File: config.mk
export PLATFORM = sky130hd
export DESIGN_NAME = key_debounce_short_long_press_core
export DESIGN_NICKNAME = d
export VERILOG_FILES = /design/src/kdsl_pkg.sv /design/src/kdsl_in_reg.sv /design/src/kdsl_scan.sv /design/src/key_debounce_short_long_press_core.sv
export SDC_FILE = /design/constraint.sdc
export NUM_CORES = 1
export LEC_CHECK = 0
export BUFFER_PORTS_ARGS = -buffer_cell sky130_fd_sc_hd__clkbuf_2
export CAP_MARGIN = 20
export CORE_ASPECT_RATIO = 1.2
export CORE_MARGIN = 2
export CORE_UTILIZATION = 55
export DETAILED_ROUTE_END_ITERATION = 6
export PLACE_DENSITY_LB_ADDON = 0.12
export SYNTH_ARGS = -nofsm -noshare
export SYNTH_HDL_FRONTEND = slang
export SYNTH_SLANG_ARGS = --single-unit
File: constraint.sdc
create_clock -name clk -period 4.8 [get_ports clk]
set_clock_uncertainty 0.05 [all_clocks]
set_input_delay 0.24 -clock clk [delete_from_list [all_inputs] [get_ports clk]]
set_output_delay 0.24 -clock clk [all_outputs]
set_load 0.01 [all_outputs]
File: src/kdsl_pkg.sv
// shared types and constants of the key debounce core
`default_nettype none

package kdsl_pkg;

    // configuration port shape
    localparam int CFG_INDEX_W = 1;
    localparam int CFG_DATA_W  = 16;

    // register indexes
    localparam logic [CFG_INDEX_W-1:0] CFG_IDX_DEBOUNCE = 1'b0;
    localparam logic [CFG_INDEX_W-1:0] CFG_IDX_LONG     = 1'b1;

    // register reset values
    localparam logic [7:0]  DEBOUNCE_TICKS_RESET   = 8'd20;
    localparam logic [15:0] LONG_PRESS_TICKS_RESET = 16'd1000;

    // scan step, one-hot
    typedef enum logic [2:0] {
        STEP_IDLE     = 3'b001,
        STEP_DEBOUNCE = 3'b010,
        STEP_RELEASE  = 3'b100
    } step_t;

    // timing registers as seen by the scan logic
    typedef struct packed {
        logic [7:0]  debounce_ticks;
        logic [15:0] long_press_ticks;
    } cfg_t;

endpackage

`default_nettype wire

File: src/kdsl_in_reg.sv
// input beat register of the key debounce core
`default_nettype none

module kdsl_in_reg
#(
    parameter int KEY_COUNT = 4
)
(
    input  wire logic                 clk,
    input  wire logic                 rst_n,
    input  wire logic                 in_valid,
    output logic                      in_ready,
    input  wire logic                 sample_strobe,
    input  wire logic [KEY_COUNT-1:0] key_levels_n,
    input  wire logic                 beat_take,
    output logic                      beat_valid,
    output logic                      beat_strobe,
    output logic [KEY_COUNT-1:0]      beat_levels_n
);

    logic                 valid_reg;
    logic                 strobe_reg;
    logic [KEY_COUNT-1:0] levels_reg;

    // room when empty or when the held beat leaves this cycle
    assign in_ready = !valid_reg || beat_take;

    // occupancy
    always_ff @(posedge clk or negedge rst_n)
    begin
        if (!rst_n)
        begin
            valid_reg <= 1'b0;
        end
        else if (in_ready)
        begin
            valid_reg <= in_valid;
        end
    end

    // payload capture
    always_ff @(posedge clk)
    begin
        if (in_valid && in_ready)
        begin
            strobe_reg <= sample_strobe;
            levels_reg <= key_levels_n;
        end
    end

    assign beat_valid    = valid_reg;
    assign beat_strobe   = strobe_reg;
    assign beat_levels_n = levels_reg;

endmodule

`default_nettype wire

File: src/kdsl_scan.sv
// scan state update and result register of the key debounce core
`default_nettype none

module kdsl_scan
    import kdsl_pkg::*;
#(
    parameter int KEY_COUNT = 4,
    parameter int AGE_WIDTH = 16,
    parameter int KEY_NUM_W = 2
)
(
    input  wire logic                 clk,
    input  wire logic                 rst_n,
    input  wire cfg_t                 cfg,
    input  wire logic                 beat_valid,
    input  wire logic                 beat_strobe,
    input  wire logic [KEY_COUNT-1:0] beat_levels_n,
    output logic                      beat_take,
    output logic                      out_valid,
    input  wire logic                 out_ready,
    output logic [KEY_NUM_W-1:0]      key_number,
    output logic                      long_press
);

    localparam int CMP_W = (AGE_WIDTH > 16) ? AGE_WIDTH : 16;

    logic [KEY_COUNT-1:0] held_sample_reg, held_sample_next;
    step_t                step_reg, step_next;
    logic [KEY_COUNT-1:0] captured_reg, captured_next;
    logic [AGE_WIDTH-1:0] age_reg, age_next;
    logic [AGE_WIDTH-1:0] age_inc;
    logic [KEY_COUNT-1:0] now_set;
    logic                 single_key;
    logic                 emit;
    logic [KEY_NUM_W-1:0] key_index;
    logic                 is_long;

    logic                 out_valid_reg;
    logic [KEY_NUM_W-1:0] key_number_reg;
    logic                 long_press_reg;

    // a beat moves on when the result slot is free or being emptied
    assign beat_take = beat_valid && (!out_valid_reg || out_ready);

    // current sample and pressed set, key i is sample bit KEY_COUNT-1-i
    always_comb
    begin
        held_sample_next = beat_strobe ? beat_levels_n : held_sample_reg;
        for (int i = 0; i < KEY_COUNT; i++)
        begin
            now_set[i] = ~held_sample_next[KEY_COUNT-1-i];
        end
    end

    // saturating press age
    assign age_inc = (&age_reg) ? age_reg : age_reg + 1'b1;

    // single key set and its index
    always_comb
    begin
        single_key = (captured_reg != '0) &&
                     ((captured_reg & (captured_reg - 1'b1)) == '0);
        key_index  = '0;
        for (int i = 0; i < KEY_COUNT; i++)
        begin
            if (captured_reg[i])
            begin
                key_index = key_index | KEY_NUM_W'(i);
            end
        end
    end

    assign is_long = CMP_W'(age_inc) >= CMP_W'(cfg.long_press_ticks);

    // scan step machine
    always_comb
    begin
        step_next     = step_reg;
        captured_next = captured_reg;
        age_next      = age_reg;
        emit          = 1'b0;
        unique case (step_reg)
            STEP_IDLE:
            begin
                if (now_set != '0)
                begin
                    captured_next = now_set;
                    age_next      = '0;
                    step_next     = STEP_DEBOUNCE;
                end
            end
            STEP_DEBOUNCE:
            begin
                age_next = age_inc;
                if (CMP_W'(age_inc) >= CMP_W'(cfg.debounce_ticks))
                begin
                    step_next = (now_set == captured_reg) ? STEP_RELEASE : STEP_IDLE;
                end
            end
            STEP_RELEASE:
            begin
                age_next = age_inc;
                if (now_set != '0)
                begin
                    // a changed set voids the press
                    if (now_set != captured_reg)
                    begin
                        captured_next = '0;
                    end
                end
                else
                begin
                    emit      = single_key;
                    step_next = STEP_IDLE;
                end
            end
            default:
            begin
                step_next = STEP_IDLE;
            end
        endcase
    end

    // scan state
    always_ff @(posedge clk or negedge rst_n)
    begin
        if (!rst_n)
        begin
            held_sample_reg <= '1;
            step_reg        <= STEP_IDLE;
            captured_reg    <= '0;
            age_reg         <= '0;
        end
        else if (beat_take)
        begin
            held_sample_reg <= held_sample_next;
            step_reg        <= step_next;
            captured_reg    <= captured_next;
            age_reg         <= age_next;
        end
    end

    // result occupancy
    always_ff @(posedge clk or negedge rst_n)
    begin
        if (!rst_n)
        begin
            out_valid_reg <= 1'b0;
        end
        else if (beat_take && emit)
        begin
            out_valid_reg <= 1'b1;
        end
        else if (out_ready)
        begin
            out_valid_reg <= 1'b0;
        end
    end

    // result payload
    always_ff @(posedge clk)
    begin
        if (beat_take && emit)
        begin
            key_number_reg <= key_index;
            long_press_reg <= is_long;
        end
    end

    assign out_valid  = out_valid_reg;
    assign key_number = key_number_reg;
    assign long_press = long_press_reg;

endmodule

`default_nettype wire

File: src/key_debounce_short_long_press_core.sv
// Key debounce core with short / long press detection. Each input beat is one
// millisecond tick that may carry a fresh active-low key sample. A pressed key
// set must be unchanged once debounce_ticks have passed; a change while held
// voids the press. On full release of a single-key press one result beat gives
// the key number and whether the press age reached long_press_ticks; multi-key
// presses give nothing. A tick waits in the input beat register and its state
// update is written straight into the result register, so a result beat is
// registered there once its tick leaves the input beat register. One tick is
// taken every clock cycle while no result beat waits; a result beat held by a
// stalled receiver stalls the ticks behind it.
// Write the timing registers only while idle.
`default_nettype none

module key_debounce_short_long_press_core
    import kdsl_pkg::*;
#(
    parameter int KEY_COUNT = 4,
    parameter int AGE_WIDTH = 16,
    localparam int KEY_NUM_W = (KEY_COUNT > 1) ? $clog2(KEY_COUNT) : 1
)
(
    input  wire logic                   clk,
    input  wire logic                   rst_n,
    input  wire logic                   cfg_write,
    input  wire logic [CFG_INDEX_W-1:0] cfg_index,
    input  wire logic [CFG_DATA_W-1:0]  cfg_data,
    input  wire logic                   in_valid,
    output logic                        in_ready,
    input  wire logic                   sample_strobe,
    input  wire logic [KEY_COUNT-1:0]   key_levels_n,
    output logic                        out_valid,
    input  wire logic                   out_ready,
    output logic [KEY_NUM_W-1:0]        key_number,
    output logic                        long_press
);

    cfg_t                 cfg_reg;
    logic                 beat_take;
    logic                 beat_valid;
    logic                 beat_strobe;
    logic [KEY_COUNT-1:0] beat_levels_n;

    // timing registers
    always_ff @(posedge clk or negedge rst_n)
    begin
        if (!rst_n)
        begin
            cfg_reg.debounce_ticks   <= DEBOUNCE_TICKS_RESET;
            cfg_reg.long_press_ticks <= LONG_PRESS_TICKS_RESET;
        end
        else if (cfg_write)
        begin
            unique case (cfg_index)
                CFG_IDX_DEBOUNCE: cfg_reg.debounce_ticks   <= cfg_data[7:0];
                CFG_IDX_LONG:     cfg_reg.long_press_ticks <= cfg_data[15:0];
                default:          cfg_reg                  <= cfg_reg;
            endcase
        end
    end

    // input beat register
    kdsl_in_reg #(
        .KEY_COUNT(KEY_COUNT)
    ) u_in_reg (
        .clk          (clk),
        .rst_n        (rst_n),
        .in_valid     (in_valid),
        .in_ready     (in_ready),
        .sample_strobe(sample_strobe),
        .key_levels_n (key_levels_n),
        .beat_take    (beat_take),
        .beat_valid   (beat_valid),
        .beat_strobe  (beat_strobe),
        .beat_levels_n(beat_levels_n)
    );

    // scan logic and result register
    kdsl_scan #(
        .KEY_COUNT(KEY_COUNT),
        .AGE_WIDTH(AGE_WIDTH),
        .KEY_NUM_W(KEY_NUM_W)
    ) u_scan (
        .clk          (clk),
        .rst_n        (rst_n),
        .cfg          (cfg_reg),
        .beat_valid   (beat_valid),
        .beat_strobe  (beat_strobe),
        .beat_levels_n(beat_levels_n),
        .beat_take    (beat_take),
        .out_valid    (out_valid),
        .out_ready    (out_ready),
        .key_number   (key_number),
        .long_press   (long_press)
    );

endmodule

`default_nettype wire

==> results of run 1 <==
==> through the flow <==
| step | util [%] | area (sq um) | total power (uW) | instances | setup slack, ns |
|---|---|---|---|---|---|
| finish | 63.2 | 4050 | 1550 | 477 | 1.06 |
| global route | 63.2 | 4050 | 1650 | 477 | 0.769 |
| CTS | 63.2 | 4050 | 1570 | 477 | 0.999 |
| detailed placement | 60.0 | 3840 | 1110 | 460 | 1.16 |
| global placement | 59.9 | 3830 | 1080 | 459 | 1.23 |
| floorplan | - | 3620 | 999 | 352 | 1.73 |
==> power by group <==
part	switching [uW]	total [uW]	internal (uW)
combinational	220	413	193
sequential	70.4	684	614
clock	204	456	253
==> path summary, 6_finish.rpt <==
kind	from	endpoint	slack (ns)	cells past startpoint
max	u_scan.age_reg[3]$_DFFE_PN0P_	u_scan.long_press$_DFFE_PP_	1.06	12
min	key_levels_n[0]	u_in_reg.beat_levels_n[0]$_DFFE_PP_	0.02	1
min in group asynchronous	rst_n	u_scan.age_reg[4]$_DFFE_PN0P_	0.50	3
max reg2reg	u_scan.age_reg[3]$_DFFE_PN0P_	u_scan.long_press$_DFFE_PP_	1.06	12
min reg2reg	u_scan.held_sample_reg[2]$_DFFE_PN1P_	u_scan.held_sample_reg[2]$_DFFE_PN1P_	0.42	2
max in group asynchronous	rst_n	u_scan.age_reg[13]$_DFFE_PN0P_	3.72	3
==> what timing repair did <==
action,in CTS,in global routing
hold buffers,1,0
hold endpoints to repair,8,0
endpoints found under the setup margin,0,0
==> final cells by class <==
| cell class | instances | area, sq um |
|---|---|---|
| multi-input cells | 251 | 1870 |
| well taps | 85 | 106 |
| fillers | 564 | 2360 |
| repair buffers | 34 | 180 |
| inverters | 30 | 113 |
| flip-flops and latches | 61 | 1580 |
| clock buffers | 12 | 145 |
| clock inverters | 4 | 48.8 |
==> layout by cell type (no fill, tap or decap), types with 2 or more instances in the layout <==
cell type and n:
and4_1 4, xnor2_1 6, xor2_1 7, and3_1 2, nor3_1 4, mux2i_1 4
clkbuf_2 31, nand2b_1 4, clkinvlp_4 2, and2_1 5, nand3_1 7, nand2_1 38
edfxtp_1 8, a21o_1 12, dfstp_2 13, nor2b_1 4, inv_1 30, nor2_1 15
clkbuf_1 2, a21oi_1 7, o21ai_0 29, or2_2 3, o31ai_1 6, dfrtp_1 40
a22o_1 2, mux2_2 24, buf_4 2, nor4_1 2, nand4_1 9, a32o_1 5
ha_1 25, clkbuf_8 10, a211oi_1 2
==> worst max-delay path, cell delays in order, from the launching register on <==
cell       delay (ns)
dfrtp_1          0.52
nand4_2          0.26
nor3_4           0.35
nand2_4          0.12
xnor2_1          0.29
ha_1             0.29
nand2b_1         0.14
a21o_1           0.17
a21o_1           0.17
a21o_1           0.17
a21o_1           0.16
a2111oi_0        0.55
o21ai_0          0.22
==> synth_stat cells, types with 2 or more instances <==
library cell and number:
buf_6 2, a211oi_1 2, a21oi_1 7, nand3_1 7, xnor2_1 6, nand2b_1 4, dfrtp_1 40, xor2_1 7
o31ai_1 6, and2_1 5, nor4_1 2, o21ai_0 29, or2_2 3, inv_1 30, and4_1 4, nor2_1 15
a32o_1 5, dfstp_2 13, and3_1 2, mux2i_1 4, nor3_1 4, ha_1 25, a22o_1 2, a21o_1 12
nand2_1 38, buf_2 2, nor2b_1 4, nand4_1 9, mux2_2 24, edfxtp_1 8, clkbuf_1 5
==> per-layer routing <==
metal / share of wire [%] / vias to the layer above / track usage, %
met4: 2.0 / 0 / 9.80
li1: - / 1325 / -
met5: 0 / - / 0
met2: 51 / 57 / 40.4
met1: 44 / 1289 / 26.2
met3: 3.1 / 14 / 4.29
==> cell families (layout without fill, tap and decap cells) <==
group           after synthesis  in the layout  synth area share, %
compound gates               73             73                 13.5
xor+xnor                     13             13                 3.14
fa+ha+maj                    25             25                 8.63
buf+inv                      40             80                 4.73
flops                        61             61                 43.7
mux                          30             30                 9.35
simple gates                110            110                 17.0
==> results.toml, run 1 <==
[placed_design]
place_hpwl_microns = 5440
numPortBuffers = 31
place.gp.congestion = 0.871

[sta]
hold_viol_final = 0
finalCriticalPeriod_ns = 3.74
rsz0062_at_grt = "false"
max_slew.worst_pin.slew_ns = 0.886
setup_viol_count_final = 0
period_share_pct = 78.0
fin_tns_setup_ns = 0
holdWs_ns = 0.0166
slew_headroom_pct = 40.8
slew_violations = 0
max_freq_ghz = 0.267

[synth]
synth.distinct_cells = 57
synth_area_leaders = "dfrtp_1 (28%), dfstp_2 (9.4%), ha_1 (8.6%), mux2_2 (7.5%), edfxtp_1 (6.6%)"
synthCells = 352
syn_avg_cell_area_sq_um = 10.3
synthArstFlopShare_pct = 86.9
synth-seq-cells = 61
netlist_area_sq_um = 3620
synth_edf_count = 8
synth_top_area_cell = "dfrtp_1"
synth_fp_nets = 404
ys.flop_type = "dfrtp_1"
yosys_warnings = 0
synth_seq_area_share_pct = 43.7
yosysTopAreaCellShare_pct = 27.6

[worst_hold_path]
hold_class = "input port to flop"

[global_route]
track_usage_pct = 22.6
antenna_found_initial = 0
grt_first_pass_wirelength_microns = 12600
first_global_vias = 2755
grt_max_degree = 54
grt-ovfl-total = 0

[route]
firstDrtPassIters = 4
drt_iter0_drc = 128
post-route-drc-count = 0
routedWlPerCell_microns = 15.2
ant_nets = 0
viasPerCell = 5.63
vias = 2685
wirelength_microns = 7230

[run]
cap_violations = 0

[floorplanning]
floorplan.initialDensity_pct = 56.6
fp-row-count = 32
fp.dieW_microns = 78.1
die_h_microns = 92.9
top_level_ports = 32
die-area_sq_um = 7260
core_area_sq_um = 6410

[clocking]
cts_inserted_buffers = 9
clock_latency_ns = 0.34
clkTransAtPathRegs_ns = 0.07
clk_path_buf_depth = 2
clock_sinks = 61
cts_resized = 0
cts_tree = "done"
htreeDepth = 3
cts_root_buffer = "clkbuf_8"
cts_setup_buffers = 0

[finish]
areaGrowthSynthToFinish_pct = 11.6
diodes = 0
drive_above_1_share_pct = 25.8
largest_reg_flops = 24
nets = 439

[power]
peakVddDrop_v = 0.000326
powerDensity_nw_per_um2 = 384
p_leak_uw = 0.00200

[setup_path]
path_class = "flop to flop"
cp.arrival_ns = 3.75
endpoint_kind = "flop"
crit_path_start_kind = "flop"
critPathRequiredTime_ns = 4.81
path_max_fanout = 10

[outcome]
status = "complete, no violations"
(Power assumes the default switching activity.)
==> run 2: changes to the inputs <==
clock period = 3.91 ns   (was 4.8 ns; I/O delays follow)
==> run 2 against run 1 <==
  * Worst setup slack got worse by 0.80 ns
  * Sequential power is 23% higher
  * Global-route usage increased by 0.20 points
  * Clock power increased by 29%
  * Register-to-register slack worse by 0.80 ns
  * Final cell count up 1.3%
  * Combinational power up 26%
  * First-iteration DRC count fell by 0.78%
  * Sequential share of layout area shrank 0.68 points
  * Design area grew 1.9%
  * Clock-buffer cell count fell by 2
  * Die area unchanged
  * Critical path type unchanged
  * Largest cell class unchanged
  * Largest power group unchanged
==> results.toml, run 2 (synthesized netlist as in run 1, its figures left out) <==
[sta]
hold_viol_final = 0
fin_tns_setup_ns = 0
finalCriticalPeriod_ns = 3.65
slew_violations = 0
slew_headroom_pct = 40.0
rsz0062_at_grt = "false"
setup_viol_count_final = 0
max_freq_ghz = 0.274
period_share_pct = 93.3
max_slew.worst_pin.slew_ns = 0.899

[setup_path]
max_stage_delay_ns = 0.49
critPathRequiredTime_ns = 3.92
cp.arrival_ns = 3.66
crit_path_start_kind = "flop"
crit_top_cell = "a21o_1"
timing.rr.start = "u_scan.age_reg[4]$_DFFE_PN0P_"
worstSetupStartpoint = "u_scan.age_reg[4]$_DFFE_PN0P_"
path_max_fanout = 8
cp_cell_sequence = "nand4_2 -> nor3_4 -> nand2_4 -> xnor2_1 -> ha_1 -> nand2b_1 -> a21o_1 -> a21o_1 -> a21o_1 -> a21o_1 -> a2111oi_0 -> o21ai_0"
ff2ff_path_depth = 12
endpoint_kind = "flop"
rrSetupSlack_ns = 0.26
rr_endpoint = "u_scan.long_press$_DFFE_PP_"
critical_path.top_delay_family = "compound AO/OA/AOI/OAI gates"
crit_buf_inv = 0
crit_slowest_cell = "dfrtp_1"
path_class = "flop to flop"

[finish]
utilization_pct = 64.3
final_cell_mix = "dfrtp_1 (39), nand2_1 (38), clkbuf_2 (31), inv_1 (30), o21ai_0 (29)"
drive_above_1_share_pct = 26.4
largest_reg_flops = 24
final_area_sq_um = 4120
final_common_cell = "dfrtp_1"
diodes = 0
nets = 445
areaGrowthSynthToFinish_pct = 13.7

[route]
routedWlPerCell_microns = 15.2
viasPerCell = 5.54
wirelength_microns = 7360
firstDrtPassIters = 4
vias = 2677
post-route-drc-count = 0
ant_nets = 0
drt_iter0_drc = 127

[clocking]
cts_setup_buffers = 0
clk_path_buf_depth = 2
cts_tree = "done"
clock_latency_ns = 0.34
cts_root_buffer = "clkbuf_8"
cts_inserted_buffers = 9
clock_sinks = 61
htreeDepth = 3
clkTransAtPathRegs_ns = 0.08

[floorplanning]
fp.dieW_microns = 78.1
fp-row-count = 32
die_h_microns = 92.9
top_level_ports = 32
core_area_sq_um = 6410
die-area_sq_um = 7260
floorplan.initialDensity_pct = 56.6

[power]
peakVddDrop_v = 0.000362
p_leak_uw = 0.00203
powerDensity_nw_per_um2 = 472

[outcome]
status = "complete, no violations"

[worst_hold_path]
hold_start = "cfg_data[2]"
hold_class = "input port to flop"
whs_path_depth = 3
hold_end = "cfg_reg[18]$_DFFE_PN1P_"

[placed_design]
place_hpwl_microns = 5380
place.gp.congestion = 0.884
placed_cell_area_sq_um = 3840
numPortBuffers = 31

[global_route]
grt_max_degree = 54
grt-ovfl-total = 0
track_usage_pct = 22.8
antenna_found_initial = 0
first_global_vias = 2749
grt_first_pass_wirelength_microns = 12700

[run]
cap_violations = 0
run 2: changes by cell type in the layout (fill, tap and decap cells not counted):
cell	before	now
dlygate4sd3_1	1	7
clkbuf_1	2	0
inv_6	0	2
clkinv_1	1	0
clkinvlp_4	2	3
dfrtp_1	40	39
dfrtp_2	0	1
run 2: worst min-delay path, delay by kind of cell:
family	cells	cell delay, ns
AOI/OAI and AO/OA	1	0.07
buffers and inverters	1	0.09
and+or+nand+nor	1	0.04
run 2: area by class of cell:
type | instances | area [sq um]
timing repair buffer | 40 | 240
clock inverter | 6 | 70.1
clock buffer | 10 | 138
sequential | 61 | 1580
tap | 85 | 106
fill | 526 | 2280
multi-input combinational | 251 | 1870
inverter | 30 | 113
run 2: worst max-delay path by stage:
| stage | endpoint | slack, ns | depth (start not counted) |
|---|---|---|---|
| final | u_scan.long_press$_DFFE_PP_ | 0.26 | 12 |
| after global routing | u_scan.long_press$_DFFE_PP_ | 0.04 | 12 |
| after CTS | u_scan.long_press$_DFFE_PP_ | 0.21 | 12 |
| after detailed placement | u_scan.long_press$_DFFE_PP_ | 0.27 | 12 |
| after global placement | u_scan.long_press$_DFFE_PP_ | 0.34 | 12 |
| after floorplan | u_scan.step_reg[2]$_DFFE_PN0P_ | 0.84 | 14 |
run 2: per-layer routing:
layer / vias up / wire (microns) / part of all wire (%) / GRT usage (%)
met4: 0 / 93 / 1.3 / 7.02
met3: 10 / 176 / 2.4 / 4.97
met1: 1294 / 3230 / 44 / 27.0
met2: 33 / 3860 / 52 / 41.1
met5: - / 0 / 0 / 0
li1: 1340 / - / - / -
run 2: repair_timing:
action                     in CTS  in global routing
setup endpoints to repair       0                  1
gates resized for setup         0                  1
hold buffers                    7                  0
hold endpoints to repair       46                  0
run 2: where the power goes:
group / internal, uW / switching (uW) / leakage (uW)
registers: 753 / 86.7 / 0.000727
logic: 240 / 280 / 0.00121
clock network: 316 / 270 / 0.0000955
run 2: through the flow:
| step | std cells | total power [uW] | hold slack (ns) | worst slack, ns |
|---|---|---|---|---|
| floorplan | 352 | 1230 | -0.150 | 0.836 |
| global placement | 460 | 1340 | 0.316 | 0.343 |
| detailed placement | 460 | 1360 | 0.321 | 0.274 |
| CTS | 483 | 1960 | 0.00135 | 0.215 |
| global route | 483 | 2070 | 0.0202 | 0.0361 |
| finish | 483 | 1950 | 0.0103 | 0.261 |
==> run 3: changes to the inputs <==
==> constraint.sdc (replaced) <==
create_clock -name clk -period 3.6 [get_ports clk]
set_clock_uncertainty 0.05 [all_clocks]
set_input_delay 0.18 -clock clk [delete_from_list [all_inputs] [get_ports clk]]
set_output_delay 0.18 -clock clk [all_outputs]
set_load 0.05 [all_outputs]
==> run 3 against run 2 <==
  * Core utilization is 1.1 points higher
  * First-iteration DRC count decreased by 3.9%
  * Critical path depth is 1 higher
  * Power is 8.3% higher
  * Clock-buffer cell count grew 3
  * Sequential power increased by 8.9%
  * Largest power group unchanged
==> results.toml, run 3 (synthesized netlist as in run 1, its figures left out) <==
[finish]
drive_above_1_share_pct = 27.3
final_cell_mix = "dfrtp_1 (39), nand2_1 (38), clkbuf_2 (31), inv_1 (30), o21ai_0 (29)"
final_area_sq_um = 4190
nFillCells = 523
utilization_pct = 65.4
largest_reg_flops = 24
nets = 453
final_common_cell = "dfrtp_1"
diodes = 0
areaGrowthSynthToFinish_pct = 15.6
instances_no_fill = 491

[global_route]
track_usage_pct = 22.8
grt.met3_usage_pct = 4.97
grt_max_degree = 54
grt-ovfl-total = 0
top_usage_layer = "met2"
grt_util_met2_pct = 39.4
grt_first_pass_wirelength_microns = 12800
met1_usage_pct = 27.3
first_global_vias = 2770
antenna_found_initial = 0

[setup_path]
cp.arrival_ns = 3.42
path_max_fanout = 8
endpoint_kind = "flop"
max_stage_delay_ns = 0.47
critical_path.top_delay_family = "compound AO/OA/AOI/OAI gates"
path_class = "flop to flop"
crit_slowest_cell = "a2111oi_2"
crit_path_start_kind = "flop"
crit_buf_inv = 0
crit_top_cell = "a21o_1"
rrSetupSlack_ns = 0.20
critPathRequiredTime_ns = 3.62
cp_cell_sequence = "ha_1 -> nand2_1 -> nor2_2 -> nand2_4 -> xnor2_1 -> ha_1 -> nand2b_1 -> a21o_1 -> a21o_1 -> a21o_1 -> a21o_1 -> a2111oi_2 -> o21ai_0"

[floorplanning]
die-area_sq_um = 7260
floorplan.initialDensity_pct = 56.6
top_level_ports = 32
fp.dieW_microns = 78.1
die_h_microns = 92.9
fp-row-count = 32
core_area_sq_um = 6410

[clocking]
htreeDepth = 3
cts_inserted_buffers = 9
clkTransAtPathRegs_ns = 0.07
cts_tree = "done"
clock_latency_ns = 0.34
clock_sinks = 61
clk_path_buf_depth = 2
cts_root_buffer = "clkbuf_8"

[route]
viasPerCell = 5.53
ant_nets = 0
post-route-drc-count = 0
wirelength_microns = 7430
firstDrtPassIters = 4
routedWlPerCell_microns = 15.1
vias = 2717
drt_iter0_drc = 122

[sta]
slew_violations = 0
slew_headroom_pct = 41.5
period_share_pct = 94.4
setup_ws_ns = 0.203
max_slew.worst_pin.slew_ns = 0.876
rsz0062_at_grt = "false"
setup_viol_count_final = 0
max_freq_ghz = 0.294
hold_viol_final = 0
finalCriticalPeriod_ns = 3.40

[placed_design]
place_inst = 465
placed_cell_area_sq_um = 3880
place_hpwl_microns = 5470
place_ws_ns = -0.235
numPortBuffers = 31
place.gp.congestion = 0.925

[power]
peakVddDrop_v = 0.000418
powerDensity_nw_per_um2 = 503
power_uw = 2110
p_leak_uw = 0.00207

[outcome]
status = "complete, no violations"

[worst_hold_path]
hold_class = "input port to flop"

[run]
cap_violations = 0
[run 3: cell types whose count changed in the layout (fill, tap and decap cells not counted), sizes merged]
| cell | change |
|---|---|
| inv | -2 |
| buf | +6 |
| dlygate4sd3 | +2 |
| clkbuf | +3 |
| clkinvlp | -1 |
[run 3: per-stage QoR]
step | hold slack, ns | TNS, ns
after global placement | 0.300 | -0.225
after CTS | 0.00162 | 0
after global routing | 0.0198 | 0
after floorplan | -0.166 | 0
after detailed placement | 0.297 | -0.235
final | 0.00303 | 0
[run 3: worst paths after layout]
check | depth (start not counted) | start | end
max | 13 | u_scan.age_reg[0]$_DFFE_PN0P_ | u_scan.long_press$_DFFE_PP_
max reg2reg | 13 | u_scan.age_reg[0]$_DFFE_PN0P_ | u_scan.long_press$_DFFE_PP_
min reg2reg | 2 | u_scan.held_sample_reg[1]$_DFFE_PN1P_ | u_scan.held_sample_reg[1]$_DFFE_PN1P_
min in group asynchronous | 3 | rst_n | u_scan.age_reg[6]$_DFFE_PN0P_
max in group asynchronous | 3 | rst_n | u_scan.age_reg[4]$_DFFE_PN0P_
min | 3 | cfg_data[4] | cfg_reg[20]$_DFFE_PN1P_
[run 3: report_power, final]
group          total, uW  switching [uW]  internal [uW]
clock network        626             268            358
registers            915            96.6            819
logic                565             301            265
total               2110             665           1440
[run 3: timing repair]
action | 4_1_cts | 5_1_grt
endpoints found under the setup margin | 1 | 4
hold endpoints to repair | 48 | 0
setup buffers | 0 | 1
resized for setup | 2 | 2
pin swaps | 0 | 1
hold buffers | 9 | 0
[run 3: final cells by class]
class	count	area, sq um	area share, %
inverter	30	113	2.69
clock buffer	13	159	3.79
clock inverter	3	45.0	1.07
multi-input combinational	251	1880	44.8
timing repair buffer	48	305	7.28
sequential	61	1580	37.8
tap	85	106	2.54
[run 3: routing by layer]
metal / part of all wire (%) / wire length (microns) / up-vias
met2: 52 / 3840 / 31
met3: 2.8 / 207 / 12
met5: 0 / 0 / -
li1: - / - / 1356
met4: 2.3 / 170 / 0
met1: 43 / 3220 / 1318
[run 3: worst min-delay path: stages]
cell and delay (ns):
clkbuf_2 0.09, nand2_1 0.04, o21ai_0 0.07
